File: src/hw/rtl/sra_ram.sv
// generic single write port ram with registered read
`timescale 1ns / 1ps
module sra_ram #(
  parameter int WIDTH = 37,
  parameter int DEPTH = 64
) (
  input  logic                     clk_i,
  input  logic                     we_i,
  input  logic [$clog2(DEPTH)-1:0] waddr_i,
  input  logic [WIDTH-1:0]         wdata_i,
  input  logic [$clog2(DEPTH)-1:0] raddr_i,
  output logic [WIDTH-1:0]         rdata_o
);

  logic [WIDTH-1:0] mem [DEPTH];
  logic [WIDTH-1:0] rdata_q;

  always_ff @(posedge clk_i) begin
    if (we_i) begin
      mem[waddr_i] <= wdata_i;
    end
    rdata_q <= mem[raddr_i];
  end

  assign rdata_o = rdata_q;

endmodule

File: config.mk
export PLATFORM = sky130hd
export DESIGN_NAME = sra_ram
export DESIGN_NICKNAME = d
export VERILOG_FILES = /design/src/hw/rtl/sra_ram.sv
export SDC_FILE = /design/constraint.sdc
export NUM_CORES = 2
export LEC_CHECK = 0
export ABC_AREA = 1
export BUFFER_PORTS_ARGS = -buffer_cell sky130_fd_sc_hd__buf_2
export CORE_MARGIN = 5
export CORE_UTILIZATION = 40
export CTS_CLUSTER_SIZE = 25
export DETAILED_ROUTE_END_ITERATION = 10
export SLEW_MARGIN = 20
export SYNTH_ARGS = -nofsm -noshare
export SYNTH_HDL_FRONTEND = slang
export SYNTH_SLANG_ARGS = --single-unit
File: constraint.sdc
create_clock -name clk_i -period 7.1 [get_ports clk_i]
set_clock_uncertainty 0.15 [all_clocks]
set_input_delay 0.71 -clock clk_i [delete_from_list [all_inputs] [get_ports clk_i]]
set_output_delay 0.71 -clock clk_i [all_outputs]
set_load 0.005 [all_outputs]
# Word-level counts from Yosys, hierarchy flattened
# Memory sizes are Yosys's and may differ from the RTL's. A register that Yosys moved wholly into a read port is not among the register bits.
# Cells that the tools add are included.
# totals
register_bits	0
n_memories	1
ram_bits	2368
output_inout_bits	37
input_bits	51
# mem_list
name	words	width	read_ports	rd_ports_with_merged_regs	write_ports	line_no	source
mem	64	37	1	1	1	15	logic [WIDTH-1:0] mem [DEPTH];
# op_classes
mux	2
# ops
cell	count
two-way mux 1 bit	2

# Longest topological paths before layout
# depth
word_depth	2
ltp_mapped	13

# Worst setup path before layout
# No wires, ideal clock.
# synth_timing
path_type	input to register
from	in we_i
to	mem mem[48][0], enable pin
t_required_ns	6.425
stages	3
t_arrival_ns	4.808
slack_ns	1.618
cell_sequence	clkbuf_1 -> nand4_1 -> nor4_1
# synth_between
elab_chain_cells	2
# synth_lines
item	line_no	source
from (decl)	8	input logic we_i,
two-way mux 1 bit	19	if (we_i) begin
two-way mux 1 bit (implied by the code)	20	mem[waddr_i] <= wdata_i;
to (decl)	15	
# Every way passes these cells.

# Final worst setup path
# layout_timing
from	in waddr_i[0]
to	mem mem[2][26], enable pin
# layout_lines
item	line_no	source
from (decl)	9	input logic [$clog2(DEPTH)-1:0] waddr_i,
# Straight into the memory's write port.

==> impl_metrics.csv <==
group,metric,value,unit
status,status,"finished, final reports clean",
synth,synth.avg_cell_area,12.3,µm²
worst_setup_path,crit_type,"in2reg",
power_and_ir_drop,internal_power,23000,µW
sta,drv_slew,0,
die,dieHeight,500,µm
synth,synthMuxAreaShare,0,%
synth,synthDistinctLibCells,17,
synth,synth_compound_area_share,0,%
worst_setup_path,arrival,3.72,ns
job,cap_viol_max_count,0,
detailed_routing,vias,62900,
worst_setup_path,r2r-start,"mem[33][14]",
detailed_routing,via_per_inst,5.63,
placed_design,dp_hpwl,150,mm
layout,finalNetCount,7835,
die,io-pin-count,88,
clock_network,clk_pin_slew,0.06,ns
worst_setup_path,r2r_cells,8,
power_and_ir_drop,power.total,29900,µW
detailed_routing,drtAntennaViolNets,0,
layout,nFillCells,21400,
die,start_util,40.3,%
clock_network,numCtsBuffers,234,
global_routing,antenna_found_initial,16,
clock_network,clock_latency,0.90,ns
clock_network,cts_tree,"built",
power_and_ir_drop,p_leak,0.0372,µW
worst_setup_path,rrSetupSlack,5.08,ns
power_and_ir_drop,switching_share,22.9,%
global_routing,grt_use_total,22.4,%
sta,whs,0.226,ns
sta,setup_viol,0,
power_and_ir_drop,pwr-share-seq,52.8,%
sta,slew_headroom,25.9,%
layout,syn_to_final_growth,11.5,%
worst_setup_path,critPathRequiredTime,7.45,ns
die,die_w,500,µm
clock_network,htreeDepth,4,
clock_network,clockBufferDepth,3,
sta,fmax,296,MHz
power_and_ir_drop,p_per_area,279,mW/mm²
hold_path,hp-class,"in2reg",
placed_design,gp_congestion,0.812,
clock_network,root_buffer,"clkbuf_16",
die,rows,179,
worst_setup_path,critPathLaunch,"waddr_i[0]",
synth,synth_top_family_by_area,"simple AND/OR/NAND/NOR gates",
placed_design,io_buffers,87,
sta,hold_viol_final,0,
sta,min_period,3.37,ns
clock_network,cts_hold_buf,0,
worst_setup_path,critPathMaxFanout,21,
layout,layoutNonFillerInstCount,11200,
clock_network,numClockSinks,2405,
synth,ys_seq_area_share,74.9,%
worst_setup_path,endpoint_kind,"flip-flop",
power_and_ir_drop,p_clk_share,41.1,%
global_routing,grt_max_degree,195,
power_and_ir_drop,pwr-share-comb,6.1,%
layout,drive_gt1_share,7.91,%
sta,rsz0062_at_grt,"false",
global_routing,grt_pass1_vias,59300,
die,core,0.238,mm²
layout,multi_input_area,0.0216,mm²
synth,yosysWarnings,0,
detailed_routing,drc,0,
worst_setup_path,crit_end,"mem[2][26]",
synth,synth_area,0.0960,mm²
worst_setup_path,start_kind,"primary input",
synth,synth_fa_ha_area_share,0,%
layout,regArea,0.0718,mm²
synth,synthXorXnorAreaFrac,0,%
global_routing,grt_first_pass_wirelength,415,mm
detailed_routing,drtIter0Drc,8091,
synth,syn_inst,7817,
global_routing,grt_overflow,0,
worst_setup_path,r2r-end,"rdata_o[14]",
layout,finish.utilization,44.9,%
placed_design,dp.cells,10700,
synth,yosys.area_share.simple,22.0,%
synth,syn-num-nets,7868,
power_and_ir_drop,max-vdd-ir-drop,0.234,mV
power_and_ir_drop,p_switching,6840,µW
detailed_routing,dr.pass1.iters,6,
sta,fin_crit_sh,47.5,%
die,die_area,0.250,mm²
sta,finalSetupTns,0,ns
detailed_routing,wl_per_cell,25.7,µm
sta,tightest_slew,1.11,ns
detailed_routing,routed_wl,287,mm
clock_network,ctsResizeCount,0,
clock_network,post_cts_buffers,0,
synth,synth_seq_cells,2405,
[layer usage]
metal  vias up  global-route usage, %  share of wire (%)
met4         6                   8.55                3.9
met2      3234                   35.6                 47
met3       519                   3.62                9.1
met1     31300                   31.1                 40
met5         -                      0              0.016
li1      27800                      -                  -
[state kept, by name (all words and copies together), names as in the netlist]
register / flops
mem: 2368
rdata_o: 37
[cell type report]
| type | count | area share, % |
|---|---|---|
| Clock inverter | 132 | 1.22 |
| Timing Repair Buffer | 250 | 1.83 |
| Clock buffer | 306 | 5.83 |
| Inverter | 12 | 0.0830 |
| Sequential cell | 2405 | 67.1 |
| Tap cell | 3167 | 3.70 |
| Multi-Input combinational cell | 4881 | 20.2 |
| Antenna cell | 11 | 0.0257 |
[per-stage QoR]
stage | setup slack (ns) | instance area (µm²)
after floorplan | 1.62 | 96000
after global placement | 2.80 | 99400
after detailed placement | 2.80 | 99400
after CTS | 3.72 | 107000
after global routing | 3.59 | 107000
final | 3.73 | 107000
[cell families after synthesis]
kind of cell	Yosys count
simple gates	4881
buf+inv	531
flops	2405
[critical path, cell delays in order]
cell	delay, ns
buf_2	0.22
inv_1	0.31
nand4_1	0.83
nor2_4	1.05
buf_4	0.56
[how the worst min path moves through the flow]
| stage | from | endpoint | slack (ns) | cells after the start |
|---|---|---|---|---|
| CTS | wdata_i[27] | mem[48][27] | 0.22 | 1 |
| global placement | mem[22][11] | rdata_o[11] | 0.64 | 8 |
| floorplan | mem[14][10] | rdata_o[10] | 0.57 | 8 |
| global route | wdata_i[34] | mem[41][34] | 0.23 | 1 |
| finish | wdata_i[19] | mem[17][19] | 0.23 | 1 |
| detailed placement | mem[4][15] | rdata_o[15] | 0.64 | 8 |
[power by group through the flow]
stage	registers [µW]	logic, µW	clock network [µW]
final	15800	1810	12300
after detailed placement	16100	1790	0
after global routing	15800	1950	13000
after CTS	15800	1800	12400
after floorplan	16000	989	0
after global placement	16100	1780	0
[layout by cell type, fill, tap and decap left out, types with 6 or more instances in the layout]
cell type / n
clkbuf_8: 8
nor2_4: 56
bufinv_16: 20
edfxtp_1: 2368
buf_2: 78
inv_1: 6
clkbuf_1: 63
buf_4: 148
nand3_1: 2199
clkbuf_16: 236
buf_12: 20
nor4_2: 8
clkinv_2: 30
diode_2: 11
nand2_1: 2609
dfxtp_1: 37
clkinv_1: 63
nand4_1: 9
[cell usage after synthesis]
master | count | area, µm²
nand2_1 | 2609 | 9790
edfxtp_1 | 2368 | 71100
nand3_1 | 2199 | 11000
buf_2 | 290 | 1450
clkbuf_1 | 82 | 308
buf_6 | 57 | 642
nor2_1 | 56 | 210
buf_1 | 47 | 176
dfxtp_1 | 37 | 741
buf_4 | 36 | 270
nand4_1 | 9 | 56.3
inv_1 | 8 | 30.0
nor4_1 | 8 | 50.1
buf_8 | 4 | 60.1
buf_12 | 3 | 60.1
inv_2 | 3 | 11.3
inv_4 | 1 | 6.26
Note: power is estimated with default switching activity, not from simulation.
